<file path="config.mk">
export PLATFORM = sky130hd
export DESIGN_NAME = signed_date_day_difference_unit_flat
export DESIGN_NICKNAME = d
export VERILOG_FILES = /design/src/design/sddd_pkg.sv /design/src/design/sddd_in_if.sv /design/src/design/sddd_out_if.sv /design/src/design/signed_date_day_difference_unit.sv /design/src/design/sddd_datenum.sv /design/src/design/sddd_diff.sv /design/src/flat_wrapper.sv
export SDC_FILE = /design/constraint.sdc
export NUM_CORES = 2
export LEC_CHECK = 0
export BUFFER_PORTS_ARGS = -buffer_cell sky130_fd_sc_hd__clkbuf_2
export CAP_MARGIN = 20
export CORE_MARGIN = 10
export CORE_UTILIZATION = 59
export DETAILED_ROUTE_END_ITERATION = 7
export PLACE_DENSITY_LB_ADDON = 0.08
export SYNTH_ARGS = -nofsm -noshare
export SYNTH_HDL_FRONTEND = slang
export SYNTH_SLANG_ARGS = --single-unit
</file>
<file path="constraint.sdc">
create_clock -name clk_i -period 5.6 [get_ports clk_i]
set_clock_uncertainty 0.1 [all_clocks]
set_input_delay 0.28 -clock clk_i [delete_from_list [all_inputs] [get_ports clk_i]]
set_output_delay 0.28 -clock clk_i [all_outputs]
set_load 0.03 [all_outputs]
</file>
<file path="src/design/sddd_pkg.sv">
`timescale 1ns / 1ps

package sddd_pkg;

  // Field widths fixed by the interface.
  localparam int unsigned YearW  = 14;
  localparam int unsigned MonthW = 4;
  localparam int unsigned DayW   = 5;
  localparam int unsigned DiffW  = 23;

  // Shifted year (year + 400, less one for January and February).
  localparam int unsigned ShYearW = 15;
  // Day number of one date; only differences between two carry meaning.
  localparam int unsigned DayNumW = 23;
  // Quotient of a year by 100 never exceeds 167.
  localparam int unsigned CentW   = 8;
  // Product width of a year times the reciprocal of 100.
  localparam int unsigned ProdW   = 30;

  // floor(x / 100) == (x * Recip100) >> Recip100Shift for every x below 43690.
  localparam int unsigned Recip100      = 20972;
  localparam int unsigned Recip100Shift = 21;
  localparam int unsigned YearBias      = 400;
  localparam int unsigned DaysPerYear   = 365;

  localparam logic signed [DiffW+1:0] DiffMax = (DiffW+2)'(4194303);
  localparam logic signed [DiffW+1:0] DiffMin = -(DiffW+2)'(4194304);

  // Control that the top level hands to each date lane.
  typedef struct packed {
    logic load_s1;
    logic load_s2;
  } stage_ctl_t;

  // Length of a month in days; zero for a month code outside January to December.
  function automatic logic [DayW-1:0] month_days(input logic [MonthW-1:0] month,
                                                 input logic leap);
    logic [DayW-1:0] len;
    begin
      unique case (month)
        4'd1, 4'd3, 4'd5, 4'd7, 4'd8, 4'd10, 4'd12: len = 5'd31;
        4'd4, 4'd6, 4'd9, 4'd11:                    len = 5'd30;
        4'd2:                                       len = leap ? 5'd29 : 5'd28;
        default:                                    len = 5'd0;
      endcase
      return len;
    end
  endfunction

  // Days from the first of March to the first of the given month, with the
  // year taken to start in March.
  function automatic logic [8:0] month_offset(input logic [MonthW-1:0] month);
    logic [8:0] off;
    begin
      unique case (month)
        4'd3:    off = 9'd0;
        4'd4:    off = 9'd31;
        4'd5:    off = 9'd61;
        4'd6:    off = 9'd92;
        4'd7:    off = 9'd122;
        4'd8:    off = 9'd153;
        4'd9:    off = 9'd184;
        4'd10:   off = 9'd214;
        4'd11:   off = 9'd245;
        4'd12:   off = 9'd275;
        4'd1:    off = 9'd306;
        4'd2:    off = 9'd337;
        default: off = 9'd0;
      endcase
      return off;
    end
  endfunction

endpackage

</file>
<file path="src/design/sddd_in_if.sv">
`timescale 1ns / 1ps

interface sddd_in_if;
  logic                           valid;
  logic                           ready;
  logic [sddd_pkg::YearW-1:0]     first_year;
  logic [sddd_pkg::MonthW-1:0]    first_month;
  logic [sddd_pkg::DayW-1:0]      first_day;
  logic [sddd_pkg::YearW-1:0]     second_year;
  logic [sddd_pkg::MonthW-1:0]    second_month;
  logic [sddd_pkg::DayW-1:0]      second_day;
  logic                           count_end_day;

  modport source (
    output valid, first_year, first_month, first_day,
           second_year, second_month, second_day, count_end_day,
    input  ready
  );

  modport sink (
    input  valid, first_year, first_month, first_day,
           second_year, second_month, second_day, count_end_day,
    output ready
  );
endinterface

</file>
<file path="src/design/sddd_out_if.sv">
`timescale 1ns / 1ps

interface sddd_out_if;
  logic                             valid;
  logic                             ready;
  logic signed [sddd_pkg::DiffW-1:0] day_difference;
  logic                             date_error;

  modport source (
    output valid, day_difference, date_error,
    input  ready
  );

  modport sink (
    input  valid, day_difference, date_error,
    output ready
  );
endinterface

</file>
<file path="src/design/signed_date_day_difference_unit.sv">
// An accepted item reaches the output through three register stages.
// Throughput: one item per cycle while the output is ready; each stage holds
// one item and moves on whenever the stage after it is empty or moving.
// Reset (rst_ni low, asynchronous) empties every stage; no result is valid
// until a new item has passed through the pipeline.
`timescale 1ns / 1ps

module signed_date_day_difference_unit (
  input  logic              clk_i,
  input  logic              rst_ni,
  sddd_in_if.sink           dates_i,
  sddd_out_if.source        result_o
);

  // Valid bits of the three stages. Each stage loads when it is empty or when
  // its content is leaving in the same cycle, so that a bubble anywhere in the
  // pipeline is squeezed out and a stall at the output only holds the stages
  // that are actually full.
  logic v1_q, v2_q, v3_q;
  logic load1, load2, load3;
  sddd_pkg::stage_ctl_t ctl;

  // The end day flag has no work to do until the last stage, so it simply
  // travels alongside the date lanes.
  logic end1_q, end2_q;

  logic [sddd_pkg::DayNumW-1:0] first_dnum, second_dnum;
  logic                         first_err, second_err;

  always_comb begin
    load3         = !v3_q || result_o.ready;
    load2         = !v2_q || load3;
    load1         = !v1_q || load2;
    ctl.load_s1   = load1;
    ctl.load_s2   = load2;
    dates_i.ready = load1;
  end

  always_ff @(posedge clk_i or negedge rst_ni) begin
    if (!rst_ni) begin
      v1_q <= 1'b0;
      v2_q <= 1'b0;
      v3_q <= 1'b0;
    end else begin
      if (load1) begin
        v1_q <= dates_i.valid;
      end
      if (load2) begin
        v2_q <= v1_q;
      end
      if (load3) begin
        v3_q <= v2_q;
      end
    end
  end

  always_ff @(posedge clk_i) begin
    if (load1) begin
      end1_q <= dates_i.count_end_day;
    end
    if (load2) begin
      end2_q <= end1_q;
    end
  end

  // Two identical lanes, one for each date: range check and day number.
  sddd_datenum u_first (
    .clk_i   (clk_i),
    .ctl_i   (ctl),
    .year_i  (dates_i.first_year),
    .month_i (dates_i.first_month),
    .day_i   (dates_i.first_day),
    .dnum_o  (first_dnum),
    .err_o   (first_err)
  );

  sddd_datenum u_second (
    .clk_i   (clk_i),
    .ctl_i   (ctl),
    .year_i  (dates_i.second_year),
    .month_i (dates_i.second_month),
    .day_i   (dates_i.second_day),
    .dnum_o  (second_dnum),
    .err_o   (second_err)
  );

  // The last stage is also the output register.
  sddd_diff u_diff (
    .clk_i         (clk_i),
    .load_i        (load3),
    .first_dnum_i  (first_dnum),
    .second_dnum_i (second_dnum),
    .first_err_i   (first_err),
    .second_err_i  (second_err),
    .count_end_i   (end2_q),
    .diff_o        (result_o.day_difference),
    .err_o         (result_o.date_error)
  );

  assign result_o.valid = v3_q;

  // An item with a bad date always reports a difference of zero.
  assert property (@(posedge clk_i) disable iff (!rst_ni)
    result_o.valid && result_o.date_error |-> result_o.day_difference == '0)
    else $error("date error reported with a non-zero difference");

  // A result only appears when the middle stage held an item in the cycle before.
  assert property (@(posedge clk_i) disable iff (!rst_ni)
    $rose(result_o.valid) |-> $past(v2_q))
    else $error("result appeared without an item in the middle stage");

  // An empty first stage always takes a new item.
  assert property (@(posedge clk_i) disable iff (!rst_ni)
    !v1_q |-> dates_i.ready)
    else $error("input refused while the first stage is empty");

  // A full first stage that cannot move on must refuse the next item.
  assert property (@(posedge clk_i) disable iff (!rst_ni)
    v1_q && v2_q && v3_q && !result_o.ready |-> !dates_i.ready)
    else $error("input taken while the whole pipeline is stalled");

endmodule

</file>
<file path="src/design/sddd_datenum.sv">
`timescale 1ns / 1ps

// One date lane: checks the date and turns it into a day number over two stages.
module sddd_datenum (
  input  logic                            clk_i,
  input  sddd_pkg::stage_ctl_t            ctl_i,
  input  logic [sddd_pkg::YearW-1:0]      year_i,
  input  logic [sddd_pkg::MonthW-1:0]     month_i,
  input  logic [sddd_pkg::DayW-1:0]       day_i,
  output logic [sddd_pkg::DayNumW-1:0]    dnum_o,
  output logic                            err_o
);

  logic [sddd_pkg::ShYearW-1:0] sh_year_d, sh_year_q;
  logic [sddd_pkg::ProdW-1:0]   sh_prod, yr_prod;
  logic [sddd_pkg::CentW-1:0]   sh_cent_q, yr_cent_q;
  logic [sddd_pkg::YearW-1:0]   year_q;
  logic [sddd_pkg::MonthW-1:0]  month_q;
  logic [sddd_pkg::DayW-1:0]    day_q;

  logic [sddd_pkg::YearW-1:0]   yr_rem;
  logic                         leap;
  logic [sddd_pkg::DayW-1:0]    mlen;
  logic                         date_ok;
  logic [sddd_pkg::DayNumW-1:0] dnum_d, dnum_q;
  logic                         err_q;

  // Stage 1: shift the year so that the year starts in March, and take both
  // the shifted and the plain year apart into centuries.
  always_comb begin
    sh_year_d = sddd_pkg::ShYearW'(year_i) + sddd_pkg::ShYearW'(sddd_pkg::YearBias)
                - ((month_i <= 4'd2) ? sddd_pkg::ShYearW'(1) : '0);
    sh_prod   = sddd_pkg::ProdW'(sh_year_d) * sddd_pkg::ProdW'(sddd_pkg::Recip100);
    yr_prod   = sddd_pkg::ProdW'(year_i) * sddd_pkg::ProdW'(sddd_pkg::Recip100);
  end

  always_ff @(posedge clk_i) begin
    if (ctl_i.load_s1) begin
      sh_year_q <= sh_year_d;
      sh_cent_q <= sh_prod[sddd_pkg::Recip100Shift +: sddd_pkg::CentW];
      yr_cent_q <= yr_prod[sddd_pkg::Recip100Shift +: sddd_pkg::CentW];
      year_q    <= year_i;
      month_q   <= month_i;
      day_q     <= day_i;
    end
  end

  // Stage 2: leap year rule, range check and the closed-form day number.
  always_comb begin
    yr_rem  = year_q - sddd_pkg::YearW'(yr_cent_q) * sddd_pkg::YearW'(100);
    leap    = ((year_q[1:0] == 2'd0) && (yr_rem != '0)) ||
              ((yr_rem == '0) && (yr_cent_q[1:0] == 2'd0));
    mlen    = sddd_pkg::month_days(month_q, leap);
    date_ok = (day_q != '0) && (day_q <= mlen);
    dnum_d  = sddd_pkg::DayNumW'(sh_year_q) * sddd_pkg::DayNumW'(sddd_pkg::DaysPerYear)
              + sddd_pkg::DayNumW'(sh_year_q >> 2)
              - sddd_pkg::DayNumW'(sh_cent_q)
              + sddd_pkg::DayNumW'(sh_cent_q >> 2)
              + sddd_pkg::DayNumW'(sddd_pkg::month_offset(month_q))
              + sddd_pkg::DayNumW'(day_q);
  end

  always_ff @(posedge clk_i) begin
    if (ctl_i.load_s2) begin
      dnum_q <= dnum_d;
      err_q  <= !date_ok;
    end
  end

  assign dnum_o = dnum_q;
  assign err_o  = err_q;

endmodule

</file>
<file path="src/design/sddd_diff.sv">
`timescale 1ns / 1ps

// Final stage: subtract the day numbers, apply the end day, saturate, or give zero on a bad date.
module sddd_diff (
  input  logic                                clk_i,
  input  logic                                load_i,
  input  logic [sddd_pkg::DayNumW-1:0]        first_dnum_i,
  input  logic [sddd_pkg::DayNumW-1:0]        second_dnum_i,
  input  logic                                first_err_i,
  input  logic                                second_err_i,
  input  logic                                count_end_i,
  output logic signed [sddd_pkg::DiffW-1:0]   diff_o,
  output logic                                err_o
);

  logic signed [sddd_pkg::DiffW+1:0] raw, adj;
  logic signed [sddd_pkg::DiffW-1:0] diff_d, diff_q;
  logic                              err_d, err_q;

  always_comb begin
    raw = $signed({2'b00, second_dnum_i}) - $signed({2'b00, first_dnum_i});
    if (count_end_i) begin
      adj = raw[sddd_pkg::DiffW+1] ? raw - (sddd_pkg::DiffW+2)'(1)
                                   : raw + (sddd_pkg::DiffW+2)'(1);
    end else begin
      adj = raw;
    end
    err_d = first_err_i || second_err_i;
    priority if (err_d) begin
      diff_d = '0;
    end else if (adj > sddd_pkg::DiffMax) begin
      diff_d = sddd_pkg::DiffMax[sddd_pkg::DiffW-1:0];
    end else if (adj < sddd_pkg::DiffMin) begin
      diff_d = sddd_pkg::DiffMin[sddd_pkg::DiffW-1:0];
    end else begin
      diff_d = adj[sddd_pkg::DiffW-1:0];
    end
  end

  always_ff @(posedge clk_i) begin
    if (load_i) begin
      diff_q <= diff_d;
      err_q  <= err_d;
    end
  end

  assign diff_o = diff_q;
  assign err_o  = err_q;

endmodule

</file>
<file path="src/flat_wrapper.sv">
// flat-port wrapper written by rule: the top's interface ports become plain ports
module signed_date_day_difference_unit_flat 
  (clk_i, rst_ni, dates_i_valid, dates_i_first_year, dates_i_first_month, dates_i_first_day, dates_i_second_year, dates_i_second_month, dates_i_second_day, dates_i_count_end_day, dates_i_ready, result_o_valid, result_o_day_difference, result_o_date_error, result_o_ready);
  sddd_in_if dates_i_i ();
  sddd_out_if result_o_i ();
  input  logic clk_i;
  input  logic rst_ni;
  input wire logic [$bits(dates_i_i.valid)-1:0] dates_i_valid;
  input wire logic [$bits(dates_i_i.first_year)-1:0] dates_i_first_year;
  input wire logic [$bits(dates_i_i.first_month)-1:0] dates_i_first_month;
  input wire logic [$bits(dates_i_i.first_day)-1:0] dates_i_first_day;
  input wire logic [$bits(dates_i_i.second_year)-1:0] dates_i_second_year;
  input wire logic [$bits(dates_i_i.second_month)-1:0] dates_i_second_month;
  input wire logic [$bits(dates_i_i.second_day)-1:0] dates_i_second_day;
  input wire logic [$bits(dates_i_i.count_end_day)-1:0] dates_i_count_end_day;
  output wire logic [$bits(dates_i_i.ready)-1:0] dates_i_ready;
  output wire logic [$bits(result_o_i.valid)-1:0] result_o_valid;
  output wire logic [$bits(result_o_i.day_difference)-1:0] result_o_day_difference;
  output wire logic [$bits(result_o_i.date_error)-1:0] result_o_date_error;
  input wire logic [$bits(result_o_i.ready)-1:0] result_o_ready;
  assign dates_i_i.valid = dates_i_valid;
  assign dates_i_i.first_year = dates_i_first_year;
  assign dates_i_i.first_month = dates_i_first_month;
  assign dates_i_i.first_day = dates_i_first_day;
  assign dates_i_i.second_year = dates_i_second_year;
  assign dates_i_i.second_month = dates_i_second_month;
  assign dates_i_i.second_day = dates_i_second_day;
  assign dates_i_i.count_end_day = dates_i_count_end_day;
  assign dates_i_ready = dates_i_i.ready;
  assign result_o_valid = result_o_i.valid;
  assign result_o_day_difference = result_o_i.day_difference;
  assign result_o_date_error = result_o_i.date_error;
  assign result_o_i.ready = result_o_ready;
  signed_date_day_difference_unit u_core (.clk_i(clk_i), .rst_ni(rst_ni), .dates_i(dates_i_i), .result_o(result_o_i));
endmodule
</file>
# ---- After elaboration in Yosys (flattened, before gate mapping)
# Memories as Yosys holds them, arrays and structs flattened. A register that Yosys moved wholly into a read port is not among the register bits.
# Cells that the tools add are included.
dict set report word_totals {
  register_bits 185
  romBits 288
  inputBits 51
  output_inout_bits 26
  wordCells 127
  memories 2
}
dict set report op_classes {
  n_addsub 19
  n_mul 8
  n_lt_le_gt_ge 6
  n_eq_ne 24
  n_mux 12
  reduce_logical 32
}
# name words word_bits read_ports rd_clocked_by_memory_dff write_ports line
set mem_list {}
lappend mem_list {{(no name shown)} 16 9 1 1 0 sddd_pkg.sv:55} ;# unique case (month)
lappend mem_list {{(no name shown)} 16 9 1 1 0 sddd_pkg.sv:55}
# operator n
set op_table {}
lappend op_table {{multiplier 14 x 13 -> 27 bit, second input constant} 2}
lappend op_table {{multiplier 15 x 13 -> 27 bit, second input constant} 2}
lappend op_table {{2-to-1 mux 25 bit} 2}
lappend op_table {{adder 23 x 13 -> 23 bit} 2}
lappend op_table {{adder 23 x 5 -> 23 bit} 2}
lappend op_table {{adder 23 x 6 -> 23 bit} 2}
lappend op_table {{adder 23 x 9 -> 23 bit} 2}
lappend op_table {{multiplier 15 x 9 -> 23 bit, second input constant} 2}
lappend op_table {{subtractor 23 x 8 -> 23 bit} 2}
lappend op_table {{equality test 4 bit, second input constant} 10}
lappend op_table {{equality test 4 x 3 -> 1 bit, second input constant} 8}
lappend op_table {{adder 14 x 9 -> 15 bit, second input constant} 2}
lappend op_table {{one-hot mux 5 bit (3 select lines)} 2}
lappend op_table {{subtractor 15 x 1 -> 15 bit} 2}
lappend op_table {{zero test 14 bit} 2}
lappend op_table {{nonzero test 14 bit} 2}
lappend op_table {{subtractor 14 bit} 2}
lappend op_table {{adder 25 x 2 -> 25 bit, second input constant} 1}
lappend op_table {{greater-than comparator 25 x 23 -> 1 bit, second input constant} 1}
lappend op_table {{< comparator 25 x 23 -> 1 bit, second input constant} 1}
lappend op_table {{subtractor 25 x 2 -> 25 bit, second input constant} 1}
lappend op_table {{multiplier 8 x 5 -> 12 bit, second input constant} 2}
lappend op_table {{subtractor 23 x 23 -> 24 bit} 1}
lappend op_table {{2-to-1 mux 23 bit} 1}
lappend op_table {{15 further kinds} 45}

# ---- Depth between registers and ports, before layout
dict set report depth {
  depth_word 10
  ltp_mapped 34
  mapped_depth_nobuf 34
}

# ---- By module
# From an unflattened synthesis, not the netlist that was laid out.
dict set report unflattened {
  hier_cells 3483
  hier_area_um2 35773.1
}
# mod n_inst cells_per_inst area_each_um2 seq_area_each_um2
set by_module_without_submodules {}
lappend by_module_without_submodules {{sddd_datenum (u_core.u_first)} 1 1551 16164.3 2522.4}
lappend by_module_without_submodules {{sddd_datenum (u_core.u_second)} 1 1503 15870.2 2522.4}
lappend by_module_without_submodules {sddd_diff 1 417 3552.2 720.7}
lappend by_module_without_submodules {signed_date_day_difference_unit 1 12 186.4 135.1}

# ---- Worst setup path after synthesis
# OpenSTA, ideal clock, no wires.
dict set report synth_timing {
  kind {input port to flip-flop}
  from {input port dates_i_second_month[1]}
  to {register u_core.u_second.sh_cent_q[7] in the netlist's numbering (data pin)}
  setup_ns 0.260
  t_arrival_ns 7.452
  required_time_ns 5.240
  path_slack_ns -2.212
  stages 34
  path_buffers 0
  cell_sequence {a211oi_1 ha_1 inv_1 ha_1 inv_1 fa_1 nor2b_1 o21ai_0 nand2b_1 a211o_1 a211o_1 a211o_1 a21o_1 a21o_1 xnor2_1 ha_1 inv_1 fa_1 inv_1 fa_1 fa_1 inv_1 fa_1 inv_1 ha_1 and4_1 o31a_1 a22oi_1 o211ai_1 o311a_1 o31ai_1 a21oi_1 a21oi_1 xnor2_1}
}
dict set report synth_via {
  elab_chain_cells 4
}
# element line
set synth_lines {}
lappend synth_lines {{start, declared} flat_wrapper.sv:13} ;# input wire logic [$bits(dates_i_i.second_month)-1:0] dates_i_second_month;
lappend synth_lines {{less-or-equal comparator 4 x 2 -> 1 bit} sddd_datenum.sv:32} ;# - ((month_i <= 4'd2) ? sddd_pkg::ShYearW'(1) : '0);
lappend synth_lines {{2-to-1 mux 1 bit} sddd_datenum.sv:32}
lappend synth_lines {{subtractor 15 x 1 -> 15 bit} sddd_datenum.sv:32}
lappend synth_lines {{via u_core.u_second.sh_year_d, one bit} sddd_datenum.sv:14} ;# logic [sddd_pkg::ShYearW-1:0] sh_year_d, sh_year_q;
lappend synth_lines {{multiplier 15 x 13 -> 27 bit} sddd_datenum.sv:33} ;# sh_prod = sddd_pkg::ProdW'(sh_year_d) * sddd_pkg::ProdW'(sddd_pkg::Recip100);
lappend synth_lines {{via u_core.u_second.sh_prod, one bit} sddd_datenum.sv:15} ;# logic [sddd_pkg::ProdW-1:0] sh_prod, yr_prod;
lappend synth_lines {{end signal, assigned} sddd_datenum.sv:40} ;# sh_cent_q <= sh_prod[sddd_pkg::Recip100Shift +: sddd_pkg::CentW];
lappend synth_lines {{end, declared} sddd_datenum.sv:16} ;# logic [sddd_pkg::CentW-1:0] sh_cent_q, yr_cent_q;
# The timed path passes the listed nets, and every way through them passes these cells.
# A chain may end at the register's enable or synchronous reset.

# ---- Worst setup path after layout
dict set report layout_timing {
  from {input port dates_i_second_month[0]}
  to {register u_core.u_second.sh_cent_q[5] in the netlist's numbering (data pin)}
}
# Same word-level chain as after synthesis.

==> run metrics <==
final setup fails=19; routing usage on met1=0.2877; Global Route met2 Usage=0.4294; sequential share of the synthesized area=0.1684; Max Transition Viols Final=0; Avg Inst Size Synth=10.41 um^2; Post-synth EDFFs=between 150 and 200; row count=89; launch point of the worst path=dates_i_second_month[0]; Clock Latency Late Sink=0.57 ns; Area Overhead vs Synth=18.63%; RSZ-0062 raised after global routing=yes; Post-synth top flop=edfxtp_1; most common cell in the netlist=inv_1; worst reg2reg endpoint=u_core.u_first.dnum_o[21]$_DFFE_PP_; clk sinks=203; Clk pin slew, worst setup/hold paths=0.06 ns; failing checks=setup timing; r2r startpoint=u_core.u_first.sh_year_q[5]$_DFFE_PP_; Top Usage Layer GRT=met2; Worst Path Class, Setup=input port to flop; multi-input logic area=26510 um^2; CP required=5.79 ns; Yosys top cell area share=0.2793; WL final=79.74 mm; Reg area=~5900 um^2; Syn Std Cell Area=35030 um^2; iteration-0 DRC count of the detailed router=983; # fillers=4409; minimum clock period after layout=6.957 ns; met3 Use GR=0.02047; Die Span X=between 200 and 300 um; fin nets=around 5200; reg-to-reg slack, setup=-0.17 ns; vias=~25000; largest net degree at the start of global routing=51; initial antenna violation count=0; Worst setup SP type=input port; Antenna diodes=0; Total GRT Usage=0.2337; worst hold path type=input port to flop; Hold Crit Depth=2; Max-slew headroom=0.3816; Critical Path Max Stage Delay=0.52 ns; outcome=finished with violations; ratio of cells with drive above 1 in the final layout=0.1853; Cells after Synth=3366; Hold Path Origin=dates_i_second_year[0]; synthesis warning total=0; Via density=5.219; crit share post-route=1.242; Post-DRT Antenna Nets=0; Final Util=0.7055; hpwl dp=roughly 70 mm; Pre-antenna DRT Iters=5; Final Hold Fails=0; Worst EP arrival=between 7 and 8 ns; global-route wire length before repair=~130 mm; highest clock rate=143.7 MHz; CTS max path bufs=3; final setup margin=-1.357 ns; Hold Crit Endpoint=u_core.u_second.year_q[0]$_DFFE_PP_; DRC violations left=0; PortBufs=76; Synth area leader=ha_1; Max Cap Violations=0; vias in the first global route=27500; largest cells by area after synthesis=ha_1, fa_1, edfxtp_1; synth unique cells=77; Clock Tree Root=clkbuf_16; Die Y-Extent=263.7 um; Least-Margin Pin Slew=approximately 0.93 ns; crit-path max FO=4; routed length per instance=16.98 um; Final GP Congestion=0.9520; CP max-delay cell=fa_1; syn_nets=4665; most instantiated cells after synthesis=inv_1, ha_1, fa_1; async set-reset flop share out of synthesis=0.01478; DIE AREA=69520 um^2; Setup crit end kind=flop; Congestion Overflow GR=0; CTS tree=yes; Yosys reg bits=203; Initial Util=0.5947; io pins=77; FF-to-FF path depth=20; WP buf/inv=8; depth of the CTS H-tree=1; CP delay by family, top=adder cells; TritonCTS Buffers=25; Core Box Area=58910 um^2
==> through the flow <==
step	setup TNS, ns	cell area, um^2	setup WS (ns)	std cells	hold slack, ns
5_1_grt	-24.03	41560	-1.652	4697	0.01789
6_report	-18.31	41560	-1.357	4697	0.03607
3_3_place_gp	-30.15	39370	-2.005	4585	-0.02304
3_5_place_dp	-34.43	39370	-2.250	4585	-0.01719
4_1_cts	-17.75	40970	-1.361	4670	0.01719
2_1_floorplan	-20.19	35170	-1.664	3366	-0.1156
==> worst max-delay path by stage <==
stage / endpoint / cells past startpoint
final: u_core.u_second.sh_cent_q[5]$_DFFE_PP_ / 34
after global placement: u_core.u_second.sh_cent_q[5]$_DFFE_PP_ / 34
after detailed placement: u_core.u_first.sh_cent_q[6]$_DFFE_PP_ / 33
after floorplan: u_core.u_second.sh_cent_q[5]$_DFFE_PP_ / 34
after global routing: u_core.u_second.sh_cent_q[5]$_DFFE_PP_ / 34
after CTS: u_core.u_second.sh_cent_q[5]$_DFFE_PP_ / 36
==> per-layer routing <==
metal | part of all wire | wire (um) | vias up
met3 | 0.024 | 1875 | 115
li1 | - | - | 12000
met1 | 0.43 | 34280 | 12090
met5 | 0 | 0 | -
met2 | 0.52 | 41210 | 313
met4 | 0.030 | 2375 | 0
==> what timing repair did <==
| action | 4_1_cts | 5_1_grt |
|---|---|---|
| endpoints found under the setup margin | 49 | 60 |
| pin swaps | 50 | 49 |
| hold endpoints to repair | 23 | 0 |
| hold buffers | 22 | 0 |
| gates cloned | 0 | 0 |
| resized for setup | 79 | 81 |
| buffers inserted | 19 | 28 |
==> cell type report <==
type	count	share of cell area
inverter	911	0.08234
timing repair buffer	527	0.09496
sequential	203	0.1420
clock inverter	14	0.003222
multi-input combinational	2238	0.6379
tap	773	0.02327
clock buffer	31	0.01632
==> cells in the final DEF (no fill, tap or decap), types with 28 or more instances in the layout <==
cell type,netlist,layout
buf_4,1,411
ha_1,782,756
xor2_1,48,46
clkbuf_2,0,73
fa_1,466,463
edfxtp_1,182,182
inv_1,911,890
nor2_1,99,83
o21ai_0,74,66
xnor2_1,117,112
a21oi_1,117,97
nor3_1,39,36
nand2_1,66,63
a21o_1,52,52
o21a_1,28,28
==> sequential cells by signal, indices dropped and copies added (netlist names), 14 cells and up, named ones only <==
name	cells
u_core.u_second.dnum_o	23
u_core.u_diff.diff_o	23
u_core.u_first.year_q	14
u_core.u_second.sh_year_q	15
u_core.u_first.sh_year_q	15
u_core.u_first.dnum_o	23
u_core.u_second.year_q	14
==> kinds of logic (layout without fill, tap and decap cells) <==
family                   count (synthesis)  in the layout  synth area share
AO/OA/AOI/OAI                          455            455           0.08868
XOR/XNOR                               165            165           0.04125
adder cells (fa/ha/maj)               1248           1248            0.5456
flip-flops                             203            203            0.1684
AND/OR/NAND/NOR                        349            349           0.04961
buffers and inverters                  925           1483            0.1004
multiplexers                            21             21          0.006072
Power is not shown: default switching activity piles up to over one toggle a cycle in this logic, so the estimate is an artifact.
